## config.mk

```make
export PLATFORM = sky130hd
export DESIGN_NAME = texture_mip_layout_calculator
export DESIGN_NICKNAME = d
export VERILOG_FILES = /design/src/hw/rtl/tmlc_pkg.sv /design/src/hw/rtl/texture_mip_layout_calculator.sv /design/src/hw/rtl/tmlc_mul.sv /design/src/hw/rtl/tmlc_div.sv
export VERILOG_INCLUDE_DIRS = /design/src /design/src/hw/rtl
export SDC_FILE = /design/constraint.sdc
export NUM_CORES = 2
export LEC_CHECK = 0
export BUFFER_PORTS_ARGS = -buffer_cell sky130_fd_sc_hd__buf_2
export CORE_MARGIN = 5
export CORE_UTILIZATION = 55
export DETAILED_ROUTE_END_ITERATION = 12
export PLACE_DENSITY = 0.76
export SLEW_MARGIN = 20
export SYNTH_ARGS = -nofsm -noshare
export SYNTH_HDL_FRONTEND = slang
export SYNTH_SLANG_ARGS = --single-unit
```

## constraint.sdc

```tcl
create_clock -name clk -period 10.2 [get_ports clk]
set_input_delay 2.04 -clock clk [delete_from_list [all_inputs] [get_ports clk]]
set_output_delay 2.04 -clock clk [all_outputs]
set_load 0.01 [all_outputs]
```

## src/hw/rtl/assert_macros.svh

```systemverilog
// ----------------------------------------------------------------------------
// Assertion macros
// Concurrent checks that compile away when NO_ASSERTIONS is set.
// ----------------------------------------------------------------------------
`ifndef ASSERT_MACROS_SVH
`define ASSERT_MACROS_SVH

`ifndef NO_ASSERTIONS

// same-cycle implication
`define ASSERT_IMPL(label, clk, rst, ante, cons) \
  label: assert property (@(posedge clk) disable iff (rst) (ante) |-> (cons)) \
    else $error("assertion failed");

// next-cycle implication
`define ASSERT_NEXT(label, clk, rst, ante, cons) \
  label: assert property (@(posedge clk) disable iff (rst) (ante) |=> (cons)) \
    else $error("assertion failed");

`else

`define ASSERT_IMPL(label, clk, rst, ante, cons)
`define ASSERT_NEXT(label, clk, rst, ante, cons)

`endif

`endif

```

## src/hw/rtl/tmlc_pkg.sv

```systemverilog
`timescale 1ns / 1ps
// ----------------------------------------------------------------------------
// tmlc_pkg
// Shared types, constants and small helpers of the mip layout calculator.
// ----------------------------------------------------------------------------
package tmlc_pkg;

  localparam logic [3:0] MAX_LEVELS = 4'd15;

  // configuration register indexes
  localparam logic REG_STRIDE_ALIGN = 1'b0;
  localparam logic REG_LAYER_ALIGN  = 1'b1;

  localparam logic [6:0]  STRIDE_ALIGN_RST = 7'd16;
  localparam logic [16:0] LAYER_ALIGN_RST  = 17'd4096;

  typedef struct packed {
    logic        start;
    logic [63:0] a;
    logic [15:0] b;
  } mul_req_t;

  typedef struct packed {
    logic        done;
    logic [63:0] p;
  } mul_rsp_t;

  typedef struct packed {
    logic        start;
    logic        short_op;  // dividend below 2^16
    logic [63:0] num;
    logic [16:0] den;
  } div_req_t;

  typedef struct packed {
    logic        done;
    logic [63:0] quo;
    logic [16:0] rem;
  } div_rsp_t;

  // next power of two, zero maps to one
  function automatic logic [15:0] pow2_up(logic [15:0] x);
    logic [15:0] y;
    y = x - 16'd1;
    y = y | (y >> 1);
    y = y | (y >> 2);
    y = y | (y >> 4);
    y = y | (y >> 8);
    if (x == 16'd0) pow2_up = 16'd1;
    else pow2_up = y + 16'd1;
  endfunction

  // round up to a multiple of 4 when enabled
  function automatic logic [15:0] round4(logic [15:0] x, logic en);
    logic [15:0] s;
    s = x + 16'd3;
    if (en) round4 = {s[15:2], 2'b00};
    else round4 = x;
  endfunction

  function automatic logic [15:0] halve(logic [15:0] x);
    logic [15:0] s;
    s = x >> 1;
    if (s == 16'd0) halve = 16'd1;
    else halve = s;
  endfunction

endpackage

```

## src/hw/rtl/texture_mip_layout_calculator.sv

```systemverilog
`timescale 1ns / 1ps
// ----------------------------------------------------------------------------
// texture_mip_layout_calculator
// Mip level pitches, sizes and offsets of one image, one result per level.
// ----------------------------------------------------------------------------
// Usage:
//   An image descriptor is taken on in_valid while in_stall is low. One word
//   per mip level then leaves on the out channel, in level order; the final
//   level's word has last set and carries layer_bytes and image_bytes.
//   in_stall stays high from acceptance until the final word is loaded into
//   the output register; the next image may be taken while that word waits.
// Structure:
//   A small sequencer drives one shared 64x16 multiplier, which adds the
//   upper partial product only when the a operand has upper bits set, and
//   one radix-4 divider, which runs a short pass for extents and a full
//   pass for layer alignment. Per image it runs setup, then each mip level,
//   each padding level of the chain, array layer alignment and the image size.
// Reset:
//   rst clears the sequencer and the output valid, and loads stride_align 16
//   and layer_align 4096. Configuration is to be written through cfg_write
//   only while the block is idle; the block itself does not enforce this.
// Back-pressure:
//   The output register holds while out_stall is high; the sequencer waits
//   before each level word until the register is free.
// ----------------------------------------------------------------------------
`include "assert_macros.svh"

module texture_mip_layout_calculator
  import tmlc_pkg::*;
(
  input  logic        clk,
  input  logic        rst,
  input  logic        cfg_write,
  input  logic        cfg_index,
  input  logic [16:0] cfg_data,
  input  logic        in_valid,
  output logic        in_stall,
  input  logic [14:0] width,
  input  logic [14:0] height,
  input  logic [11:0] depth,
  input  logic [3:0]  mip_count,
  input  logic [11:0] layer_count,
  input  logic [4:0]  sample_count,
  input  logic [4:0]  bytes_per_block,
  input  logic [3:0]  block_width,
  input  logic [3:0]  block_height,
  input  logic        is_3d,
  input  logic        tiling_optimal,
  input  logic [1:0]  scanout_or_target,
  output logic        out_valid,
  input  logic        out_stall,
  output logic [3:0]  level_index,
  output logic [18:0] row_pitch,
  output logic [14:0] rows_pitch,
  output logic [62:0] level_bytes,
  output logic [62:0] level_offset,
  output logic [62:0] layer_bytes,
  output logic [62:0] image_bytes,
  output logic        last
);

  typedef enum logic [3:0] {
    S_IDLE, S_PREP, S_STRIDE, S_CEILW, S_CEILH, S_SC, S_PITCH,
    S_SZ1, S_SZ2, S_SZ3, S_ACC, S_PCHK, S_ALIGN, S_IMG
  } state_t;

  state_t state;

  logic [6:0]  stride_align;
  logic [16:0] layer_align;

  logic [15:0] cur_w;
  logic [15:0] cur_h;
  logic [12:0] cur_d;
  logic [3:0]  levels;
  logic [3:0]  lvl;
  logic [11:0] layers;
  logic [4:0]  samples;
  logic [4:0]  cpp;
  logic [3:0]  bw;
  logic [3:0]  bh;
  logic        is3d;
  logic        twiddled;
  logic        use_rt;
  logic        pad;
  logic        issued;
  logic [9:0]  sc;
  logic [19:0] pitch;
  logic [63:0] size;
  logic [63:0] layer;

  logic [15:0] w4;
  logic [15:0] h4;
  logic [15:0] d4_full;
  logic [12:0] d4;
  logic [15:0] d_pow2;
  logic [15:0] d_half;
  logic [16:0] stride_sum;
  logic [16:0] ceilw_sum;
  logic [16:0] ceilh_sum;
  logic [63:0] align_sum;
  logic        is_last;
  logic        out_free;
  logic        need_pad;
  logic        need_align;
  logic [3:0]  levels_in;

  mul_req_t mul_req;
  mul_rsp_t mul_rsp;
  div_req_t div_req;
  div_rsp_t div_rsp;

  tmlc_mul u_mul (
    .clk (clk),
    .rst (rst),
    .req (mul_req),
    .rsp (mul_rsp)
  );

  tmlc_div u_div (
    .clk (clk),
    .rst (rst),
    .req (div_req),
    .rsp (div_rsp)
  );

  assign w4         = round4(cur_w, is3d);
  assign h4         = round4(cur_h, is3d);
  assign d4_full    = round4({3'd0, cur_d}, is3d);
  assign d4         = d4_full[12:0];
  assign d_pow2     = pow2_up({3'd0, cur_d});
  assign d_half     = halve({3'd0, cur_d});
  assign stride_sum = {1'b0, cur_w} + {10'd0, stride_align} - 17'd1;
  assign ceilw_sum  = {1'b0, cur_w} + {13'd0, bw} - 17'd1;
  assign ceilh_sum  = {1'b0, cur_h} + {13'd0, bh} - 17'd1;
  assign align_sum  = layer + {47'd0, layer_align} - 64'd1;
  assign is_last    = (lvl == levels - 4'd1);
  assign out_free   = !out_valid || !out_stall;
  assign need_pad   = (levels > 4'd1) &&
                      !((cur_w == 16'd1) && (cur_h == 16'd1) && (cur_d == 13'd1));
  assign need_align = (layers > 12'd1) && (layer_align != 17'd0);

  always_comb begin
    if (mip_count == 4'd0) levels_in = 4'd1;
    else if (mip_count > MAX_LEVELS) levels_in = MAX_LEVELS;
    else levels_in = mip_count;
  end

  assign in_stall = rst || (state != S_IDLE);

  // operand select for the shared units
  always_comb begin
    mul_req = '0;
    div_req = '0;
    case (state)
      S_STRIDE: begin
        div_req.start    = !issued;
        div_req.short_op = 1'b1;
        div_req.num      = {47'd0, stride_sum};
        div_req.den      = {10'd0, stride_align};
      end
      S_CEILW: begin
        div_req.start    = !issued;
        div_req.short_op = 1'b1;
        div_req.num      = {47'd0, ceilw_sum};
        div_req.den      = {13'd0, bw};
      end
      S_CEILH: begin
        div_req.start    = !issued;
        div_req.short_op = 1'b1;
        div_req.num      = {47'd0, ceilh_sum};
        div_req.den      = {13'd0, bh};
      end
      S_ALIGN: begin
        div_req.start = !issued && need_align;
        div_req.num   = align_sum;
        div_req.den   = layer_align;
      end
      S_SC: begin
        mul_req.start = !issued;
        mul_req.a     = {59'd0, cpp};
        mul_req.b     = {11'd0, samples};
      end
      S_PITCH: begin
        mul_req.start = !issued;
        mul_req.a     = {48'd0, w4};
        mul_req.b     = {11'd0, cpp};
      end
      S_SZ1: begin
        mul_req.start = !issued;
        mul_req.a     = {54'd0, sc};
        mul_req.b     = w4;
      end
      S_SZ2: begin
        mul_req.start = !issued;
        mul_req.a     = size;
        mul_req.b     = h4;
      end
      S_SZ3: begin
        mul_req.start = !issued;
        mul_req.a     = size;
        mul_req.b     = {3'd0, d4};
      end
      S_IMG: begin
        mul_req.start = !issued;
        mul_req.a     = layer;
        mul_req.b     = {4'd0, layers};
      end
      default: begin
      end
    endcase
  end

  always_ff @(posedge clk) begin
    if (rst) begin
      state        <= S_IDLE;
      issued       <= 1'b0;
      out_valid    <= 1'b0;
      stride_align <= STRIDE_ALIGN_RST;
      layer_align  <= LAYER_ALIGN_RST;
    end else begin
      if (cfg_write) begin
        case (cfg_index)
          REG_STRIDE_ALIGN: stride_align <= cfg_data[6:0];
          REG_LAYER_ALIGN:  layer_align  <= cfg_data;
          default: begin
          end
        endcase
      end

      if (out_valid && !out_stall) out_valid <= 1'b0;
      if (mul_req.start || div_req.start) issued <= 1'b1;

      case (state)
        S_IDLE: begin
          if (in_valid) begin
            cur_w    <= {1'b0, width};
            cur_h    <= {1'b0, height};
            cur_d    <= {1'b0, depth};
            levels   <= levels_in;
            layers   <= layer_count;
            samples  <= sample_count;
            cpp      <= bytes_per_block;
            bw       <= (block_width == 4'd0) ? 4'd1 : block_width;
            bh       <= (block_height == 4'd0) ? 4'd1 : block_height;
            is3d     <= is_3d;
            twiddled <= tiling_optimal && !scanout_or_target[0];
            use_rt   <= scanout_or_target[1];
            layer    <= 64'd0;
            lvl      <= 4'd0;
            pad      <= 1'b0;
            state    <= S_PREP;
          end
        end
        S_PREP: begin
          if ((levels > 4'd1) || twiddled) begin
            cur_w <= pow2_up(cur_w);
            cur_h <= pow2_up(cur_h);
            cur_d <= d_pow2[12:0];
            state <= S_CEILW;
          end else if (use_rt && (stride_align != 7'd0)) begin
            state <= S_STRIDE;
          end else begin
            state <= S_CEILW;
          end
        end
        S_STRIDE: begin
          if (div_rsp.done) begin
            cur_w  <= stride_sum[15:0] - div_rsp.rem[15:0];
            issued <= 1'b0;
            state  <= S_CEILW;
          end
        end
        S_CEILW: begin
          if (div_rsp.done) begin
            cur_w  <= div_rsp.quo[15:0];
            issued <= 1'b0;
            state  <= S_CEILH;
          end
        end
        S_CEILH: begin
          if (div_rsp.done) begin
            cur_h  <= div_rsp.quo[15:0];
            issued <= 1'b0;
            state  <= S_SC;
          end
        end
        S_SC: begin
          if (mul_rsp.done) begin
            sc     <= mul_rsp.p[9:0];
            issued <= 1'b0;
            state  <= S_PITCH;
          end
        end
        S_PITCH: begin
          if (mul_rsp.done) begin
            pitch  <= mul_rsp.p[19:0];
            issued <= 1'b0;
            state  <= S_SZ1;
          end
        end
        S_SZ1: begin
          if (mul_rsp.done) begin
            size   <= mul_rsp.p;
            issued <= 1'b0;
            state  <= S_SZ2;
          end
        end
        S_SZ2: begin
          if (mul_rsp.done) begin
            size   <= mul_rsp.p;
            issued <= 1'b0;
            state  <= S_SZ3;
          end
        end
        S_SZ3: begin
          if (mul_rsp.done) begin
            issued <= 1'b0;
            if (pad) begin
              // chain padding level: only adds to the layer
              layer <= layer + mul_rsp.p;
              cur_w <= halve(cur_w);
              cur_h <= halve(cur_h);
              cur_d <= d_half[12:0];
              state <= S_PCHK;
            end else begin
              size  <= mul_rsp.p;
              state <= S_ACC;
            end
          end
        end
        S_ACC: begin
          if (out_free) begin
            level_index  <= lvl;
            row_pitch    <= pitch[18:0];
            rows_pitch   <= h4[14:0];
            level_bytes  <= size[62:0];
            level_offset <= layer[62:0];
            layer_bytes  <= 63'd0;
            image_bytes  <= 63'd0;
            last         <= 1'b0;
            // final level word is held back until the layer size is known
            out_valid    <= !is_last;
            layer        <= layer + size;
            cur_w        <= halve(cur_w);
            cur_h        <= halve(cur_h);
            cur_d        <= d_half[12:0];
            if (is_last) begin
              pad   <= 1'b1;
              state <= S_PCHK;
            end else begin
              lvl   <= lvl + 4'd1;
              state <= S_PITCH;
            end
          end
        end
        S_PCHK: begin
          if (need_pad) state <= S_SZ1;
          else state <= S_ALIGN;
        end
        S_ALIGN: begin
          if (!need_align) begin
            state <= S_IMG;
          end else if (div_rsp.done) begin
            layer  <= align_sum - {47'd0, div_rsp.rem};
            issued <= 1'b0;
            state  <= S_IMG;
          end
        end
        S_IMG: begin
          if (mul_rsp.done) begin
            layer_bytes <= layer[62:0];
            image_bytes <= mul_rsp.p[62:0];
            last        <= 1'b1;
            out_valid   <= 1'b1;
            issued      <= 1'b0;
            state       <= S_IDLE;
          end
        end
        default: begin
          state <= S_IDLE;
        end
      endcase
    end
  end

  `ASSERT_IMPL(a_mul_done_issued, clk, rst, mul_rsp.done, issued)
  `ASSERT_IMPL(a_div_done_issued, clk, rst, div_rsp.done, issued)
  `ASSERT_IMPL(a_div_den_nonzero, clk, rst, div_req.start, div_req.den != 17'd0)
  `ASSERT_IMPL(a_level_in_range, clk, rst, out_valid && !last,
               ({1'b0, level_index} + 5'd1) < {1'b0, levels})

endmodule

```

## src/hw/rtl/tmlc_mul.sv

```systemverilog
`timescale 1ns / 1ps
// ----------------------------------------------------------------------------
// tmlc_mul
// Shared 64x16 multiplier, modulo 2^64, one 32x16 partial product per cycle.
// ----------------------------------------------------------------------------
module tmlc_mul
  import tmlc_pkg::*;
(
  input  logic     clk,
  input  logic     rst,
  input  mul_req_t req,
  output mul_rsp_t rsp
);

  logic [31:0] a_hi;
  logic [15:0] b_q;
  logic [63:0] acc;
  logic        busy;
  logic        done;
  logic [47:0] lo_prod;
  logic [47:0] hi_prod;

  assign lo_prod = req.a[31:0] * req.b;
  assign hi_prod = a_hi * b_q;

  always_ff @(posedge clk) begin
    if (rst) begin
      busy <= 1'b0;
      done <= 1'b0;
    end else begin
      done <= 1'b0;
      if (req.start) begin
        a_hi <= req.a[63:32];
        b_q  <= req.b;
        acc  <= {16'd0, lo_prod};
        // upper half only when it holds anything
        if (req.a[63:32] == 32'd0) done <= 1'b1;
        else busy <= 1'b1;
      end else if (busy) begin
        acc  <= acc + {hi_prod[31:0], 32'd0};
        busy <= 1'b0;
        done <= 1'b1;
      end
    end
  end

  assign rsp.done = done;
  assign rsp.p    = acc;

endmodule

```

## src/hw/rtl/tmlc_div.sv

```systemverilog
`timescale 1ns / 1ps
// ----------------------------------------------------------------------------
// tmlc_div
// Restoring divider, 64-bit dividend by 17-bit divisor, two bits per cycle.
// ----------------------------------------------------------------------------
module tmlc_div
  import tmlc_pkg::*;
(
  input  logic     clk,
  input  logic     rst,
  input  div_req_t req,
  output div_rsp_t rsp
);

  localparam logic [4:0] LAST_FULL  = 5'd31;
  localparam logic [4:0] LAST_SHORT = 5'd7;

  logic [63:0] num;   // dividend shifts out the top, quotient in at the bottom
  logic [16:0] rem;
  logic [16:0] den;
  logic [4:0]  cnt;
  logic        busy;
  logic        done;
  logic [17:0] s1;
  logic [17:0] s2;

  // {quotient bit, new remainder}
  function automatic logic [17:0] div_step(logic [16:0] r, logic b_in, logic [16:0] dv);
    logic [17:0] x;
    logic [17:0] diff;
    x    = {r, b_in};
    diff = x - {1'b0, dv};
    if (x >= {1'b0, dv}) div_step = {1'b1, diff[16:0]};
    else div_step = {1'b0, x[16:0]};
  endfunction

  assign s1 = div_step(rem, num[63], den);
  assign s2 = div_step(s1[16:0], num[62], den);

  always_ff @(posedge clk) begin
    if (rst) begin
      busy <= 1'b0;
      done <= 1'b0;
    end else begin
      done <= 1'b0;
      if (req.start) begin
        den  <= req.den;
        rem  <= 17'd0;
        busy <= 1'b1;
        if (req.short_op) begin
          num <= {req.num[15:0], 48'd0};
          cnt <= LAST_SHORT;
        end else begin
          num <= req.num;
          cnt <= LAST_FULL;
        end
      end else if (busy) begin
        num <= {num[61:0], s1[17], s2[17]};
        rem <= s2[16:0];
        if (cnt == 5'd0) begin
          busy <= 1'b0;
          done <= 1'b1;
        end else begin
          cnt <= cnt - 5'd1;
        end
      end
    end
  end

  assign rsp.done = done;
  assign rsp.quo  = num;
  assign rsp.rem  = rem;

endmodule
```

==> run_summary.xml <==
<?xml version="1.0" encoding="UTF-8"?>
<metrics>
  <group name="power_and_ir_drop">
    <metric name="pwr_density_cell" unit="nW/µm²">275</metric>
    <metric name="p_leak" unit="nW">35.8</metric>
    <metric name="ir_worst_vdd" unit="V">0.000412</metric>
    <metric name="total_power" unit="W">0.0226</metric>
  </group>
  <group name="timing">
    <metric name="hold_viol" unit="">0</metric>
    <metric name="max_slew_margin" unit="%">23.5</metric>
    <metric name="post_route_fraction_of_the_period_consumed_by_the_critical_path" unit="%">95.4</metric>
    <metric name="drv_slew" unit="">0</metric>
    <metric name="setup-violations-final" unit="">0</metric>
    <metric name="clock_skew" unit="ns">0.0572</metric>
    <metric name="fin_setup_tns" unit="ns">0</metric>
    <metric name="fin_crit" unit="ns">9.73</metric>
    <metric name="max_freq" unit="MHz">103</metric>
    <metric name="worst_slack" unit="ns">0.467</metric>
    <metric name="worst-slew-pin-transition" unit="ns">1.14</metric>
    <metric name="grt_setup_unrepaired" unit="">false</metric>
  </group>
  <group name="final_layout">
    <metric name="final_layout_size_suffix_gt1_share" unit="%">9.21</metric>
    <metric name="final_cells" unit="">10100</metric>
    <metric name="design.final.nets" unit="">9625</metric>
    <metric name="syn2layout_area_growth" unit="%">9.75</metric>
    <metric name="most-common-layout-cells" unit="">sky130_fd_sc_hd__nand2_1 (1182), sky130_fd_sc_hd__inv_1 (1096), sky130_fd_sc_hd__edfxtp_1 (750)</metric>
    <metric name="layout.core_utilization" unit="%">60.8</metric>
    <metric name="final_common_cell" unit="">sky130_fd_sc_hd__nand2_1</metric>
  </group>
  <group name="cts">
    <metric name="cts_repair_resize_count" unit="">0</metric>
    <metric name="clk_pin_slew" unit="ns">0.08</metric>
    <metric name="clock_tree_from_tritoncts" unit="">yes</metric>
    <metric name="post-cts-setup-buffer-count" unit="">0</metric>
    <metric name="clk_latency" unit="ns">0.75</metric>
    <metric name="max-clock-path-buffers" unit="">3</metric>
    <metric name="cts-buffers-inserted" unit="">88</metric>
    <metric name="clock_tree.root_cell" unit="">sky130_fd_sc_hd__clkbuf_16</metric>
    <metric name="cts.htree.levels" unit="">3</metric>
    <metric name="cts_num_sinks" unit="">784</metric>
    <metric name="postCtsHoldBufs" unit="">0</metric>
  </group>
  <group name="grt">
    <metric name="grt_use_total" unit="%">35.9</metric>
    <metric name="antenna_found_initial" unit="">26</metric>
    <metric name="vias_in_the_first_global_route" unit="">61900</metric>
    <metric name="maximum_number_of_pins_on_one_net_before_global_route_repair" unit="">95</metric>
    <metric name="grt_first_pass_wirelength" unit="µm">392000</metric>
    <metric name="grt-ovfl-total" unit="">0</metric>
  </group>
  <group name="placed_design">
    <metric name="portBuffers" unit="">395</metric>
    <metric name="place_worst_setup_slack" unit="ns">0.716</metric>
    <metric name="gp_congestion" unit="">1.05</metric>
    <metric name="place_inst" unit="">9947</metric>
    <metric name="dp.final_hpwl" unit="µm">208000</metric>
  </group>
  <group name="floorplan">
    <metric name="floorplan_die_height" unit="µm">380</metric>
    <metric name="floorplan.die_area" unit="µm²">144000</metric>
    <metric name="placement_rows" unit="">135</metric>
    <metric name="core_area" unit="µm²">136000</metric>
    <metric name="die_w" unit="µm">380</metric>
    <metric name="initial_core_util" unit="%">55.4</metric>
    <metric name="io_pins" unit="">396</metric>
  </group>
  <group name="outcome">
    <metric name="outcome" unit="">completed</metric>
  </group>
  <group name="drt">
    <metric name="wl_per_cell" unit="µm">26.1</metric>
    <metric name="drt-initial-drc-count" unit="">7903</metric>
    <metric name="drtAntennaViolNets" unit="">0</metric>
    <metric name="vias" unit="">63000</metric>
    <metric name="route.detailed.drc" unit="">0</metric>
    <metric name="drt_first_pass_iters" unit="">9</metric>
    <metric name="detail_route.wirelength" unit="µm">264000</metric>
    <metric name="avgViaCountPerCell" unit="">6.23</metric>
  </group>
  <group name="setup_path">
    <metric name="critical_path.most_common_cell" unit="">sky130_fd_sc_hd__fa_1</metric>
    <metric name="worst-path-max-fanout" unit="">21</metric>
    <metric name="slowest_delay" unit="ns">0.74</metric>
    <metric name="critical_path_class" unit="">flop to flop</metric>
    <metric name="timing.critical_path.to_type" unit="">flop</metric>
    <metric name="crit_path_start_kind" unit="">flop</metric>
    <metric name="arrival" unit="ns">10.20</metric>
    <metric name="critical-path-slowest-cell" unit="">sky130_fd_sc_hd__edfxtp_1</metric>
    <metric name="critPathRequiredTime" unit="ns">10.66</metric>
  </group>
  <group name="logic_synthesis">
    <metric name="largest_family_of_logic_cells_by_synthesized_area" unit="">adder cells</metric>
    <metric name="synth-main-ff-cell" unit="">sky130_fd_sc_hd__edfxtp_1</metric>
    <metric name="post_synth_inst_count" unit="">7952</metric>
    <metric name="synth_enable_flop_cells" unit="">750</metric>
    <metric name="synthMuxAreaShare" unit="%">0.406</metric>
    <metric name="synth_sequential_area_ratio" unit="%">30.9</metric>
    <metric name="synth.lib_cells_used.distinct" unit="">97</metric>
    <metric name="synth.yosys.warnings" unit="">0</metric>
    <metric name="async_reset_ff_share" unit="%">0</metric>
    <metric name="yosys.area_share.xor_xnor" unit="%">4.96</metric>
    <metric name="mappedNetlistNets" unit="">9321</metric>
    <metric name="synth-compound-area-share" unit="%">12.6</metric>
    <metric name="syn_avg_cell_area" unit="µm²">9.45</metric>
    <metric name="total_of_flip_flops_plus_latches_after_synthesis" unit="">784</metric>
    <metric name="syn-cell-area" unit="µm²">75200</metric>
    <metric name="post_synth_and_or_nand_nor_area_fraction" unit="%">15.6</metric>
    <metric name="adder_cell_fraction_of_synth_area" unit="%">28.4</metric>
  </group>
  <group name="min_path">
    <metric name="timing.hold.worst.class" unit="">flop to flop</metric>
  </group>
  <group name="run">
    <metric name="drv.max_cap_violation_count" unit="">0</metric>
  </group>
</metrics>
worst paths after layout:
path | slack (ns) | cells past startpoint | endpoint | from
worst max-delay path | 0.47 | 32 | u_mul.acc[46] | is3d
worst min-delay path | 0.42 | 0 | row_pitch[14] | pitch[14]
worst max register to register | 0.47 | 32 | u_mul.acc[46] | is3d
worst min register to register | 0.42 | 0 | row_pitch[14] | pitch[14]
power breakdown:
part | switching [W] | internal (W)
combinational | 0.00882 | 0.00546
clock | 0.00153 | 0.00194
sequential | 0.000555 | 0.00435
total | 0.0109 | 0.0117
state kept, by name (all words and copies together) (netlist names), 12 cells and up:
signal	cells
pitch	19
cur_d	13
size	64
row_pitch	19
cur_h	16
u_div.den	17
image_bytes	63
cur_w	16
layers	12
u_mul.a_hi	32
layer_align	17
layer	64
level_offset	63
u_mul.b_q	16
layer_bytes	63
u_div.num	64
level_bytes	63
rows_pitch	15
u_div.rem	17
u_mul.acc	64
metal layers:
layer	wire (µm)	global-route usage, %	share of wire, %	up-vias
met1	101000	48.8	38	30800
li1	-	-	-	27300
met5	102	0	0.039	-
met4	15900	17.8	6.0	14
met3	33500	8.53	13	758
met2	113000	54.1	43	4198
per-stage QoR:
| stage | area, µm² | hold slack, ns |
|---|---|---|
| floorplan | 75200 | 0.400 |
| global placement | 79400 | 0.401 |
| detailed placement | 79400 | 0.405 |
| CTS | 82500 | 0.419 |
| global route | 82500 | 0.430 |
| finish | 82500 | 0.420 |
synth_stat cells, types with 35 or more instances:
cell type | count | share of area [%]
sky130_fd_sc_hd__inv_1 | 1097 | 5.5
sky130_fd_sc_hd__nor3_1 | 162 | 1.1
sky130_fd_sc_hd__nand2_1 | 1186 | 5.9
sky130_fd_sc_hd__o22ai_1 | 61 | 0.51
sky130_fd_sc_hd__o21ai_0 | 237 | 1.6
sky130_fd_sc_hd__and2_1 | 231 | 1.9
sky130_fd_sc_hd__nor2b_1 | 58 | 0.48
sky130_fd_sc_hd__o21a_1 | 53 | 0.53
sky130_fd_sc_hd__ha_1 | 534 | 8.9
sky130_fd_sc_hd__o21bai_1 | 51 | 0.51
sky130_fd_sc_hd__a21o_1 | 187 | 1.9
sky130_fd_sc_hd__xnor2_1 | 291 | 3.4
sky130_fd_sc_hd__o211ai_1 | 36 | 0.36
sky130_fd_sc_hd__a31oi_1 | 35 | 0.29
sky130_fd_sc_hd__nor4_1 | 38 | 0.32
sky130_fd_sc_hd__edfxtp_1 | 750 | 30
sky130_fd_sc_hd__nand4_1 | 51 | 0.42
sky130_fd_sc_hd__and3_1 | 43 | 0.36
sky130_fd_sc_hd__nor2_1 | 535 | 2.7
sky130_fd_sc_hd__nand2b_1 | 63 | 0.52
sky130_fd_sc_hd__fa_1 | 732 | 19
sky130_fd_sc_hd__xor2_1 | 135 | 1.6
sky130_fd_sc_hd__a211oi_1 | 40 | 0.40
sky130_fd_sc_hd__nand3_1 | 108 | 0.72
sky130_fd_sc_hd__clkbuf_1 | 292 | 1.5
sky130_fd_sc_hd__a21oi_1 | 377 | 2.5
critical path, delay by kind of cell, from the launching register on:
kind | cells | cell delay, ns
AO/OA/AOI/OAI | 11 | 2.15
XOR/XNOR | 2 | 0.33
adder cells (fa/ha/maj) | 7 | 3.39
buffers and inverters | 5 | 0.89
flip-flops | 1 | 0.74
AND/OR/NAND/NOR | 7 | 1.91
kinds of logic after synthesis:
logic type	after synthesis
and+or+nand+nor	2598
buffers and inverters	1427
AOI/OAI and AO/OA	1421
adders and majority gates	1266
DFF	784
xor gates and xnor gates	426
muxes	30
area by class of cell:
cell class                      instances  area (µm²)
Multi-Input combinational cell       5741       46800
Tap cell                             1781        2230
Clock inverter                         67         812
Clock buffer                           97        2260
Antenna cell                            9        22.5
Inverter                             1105        4150
Fill cell                           11400       53100
Timing Repair Buffer                  536        3050
Sequential cell                       784       23200
Power figures use the tool's default switching activity.
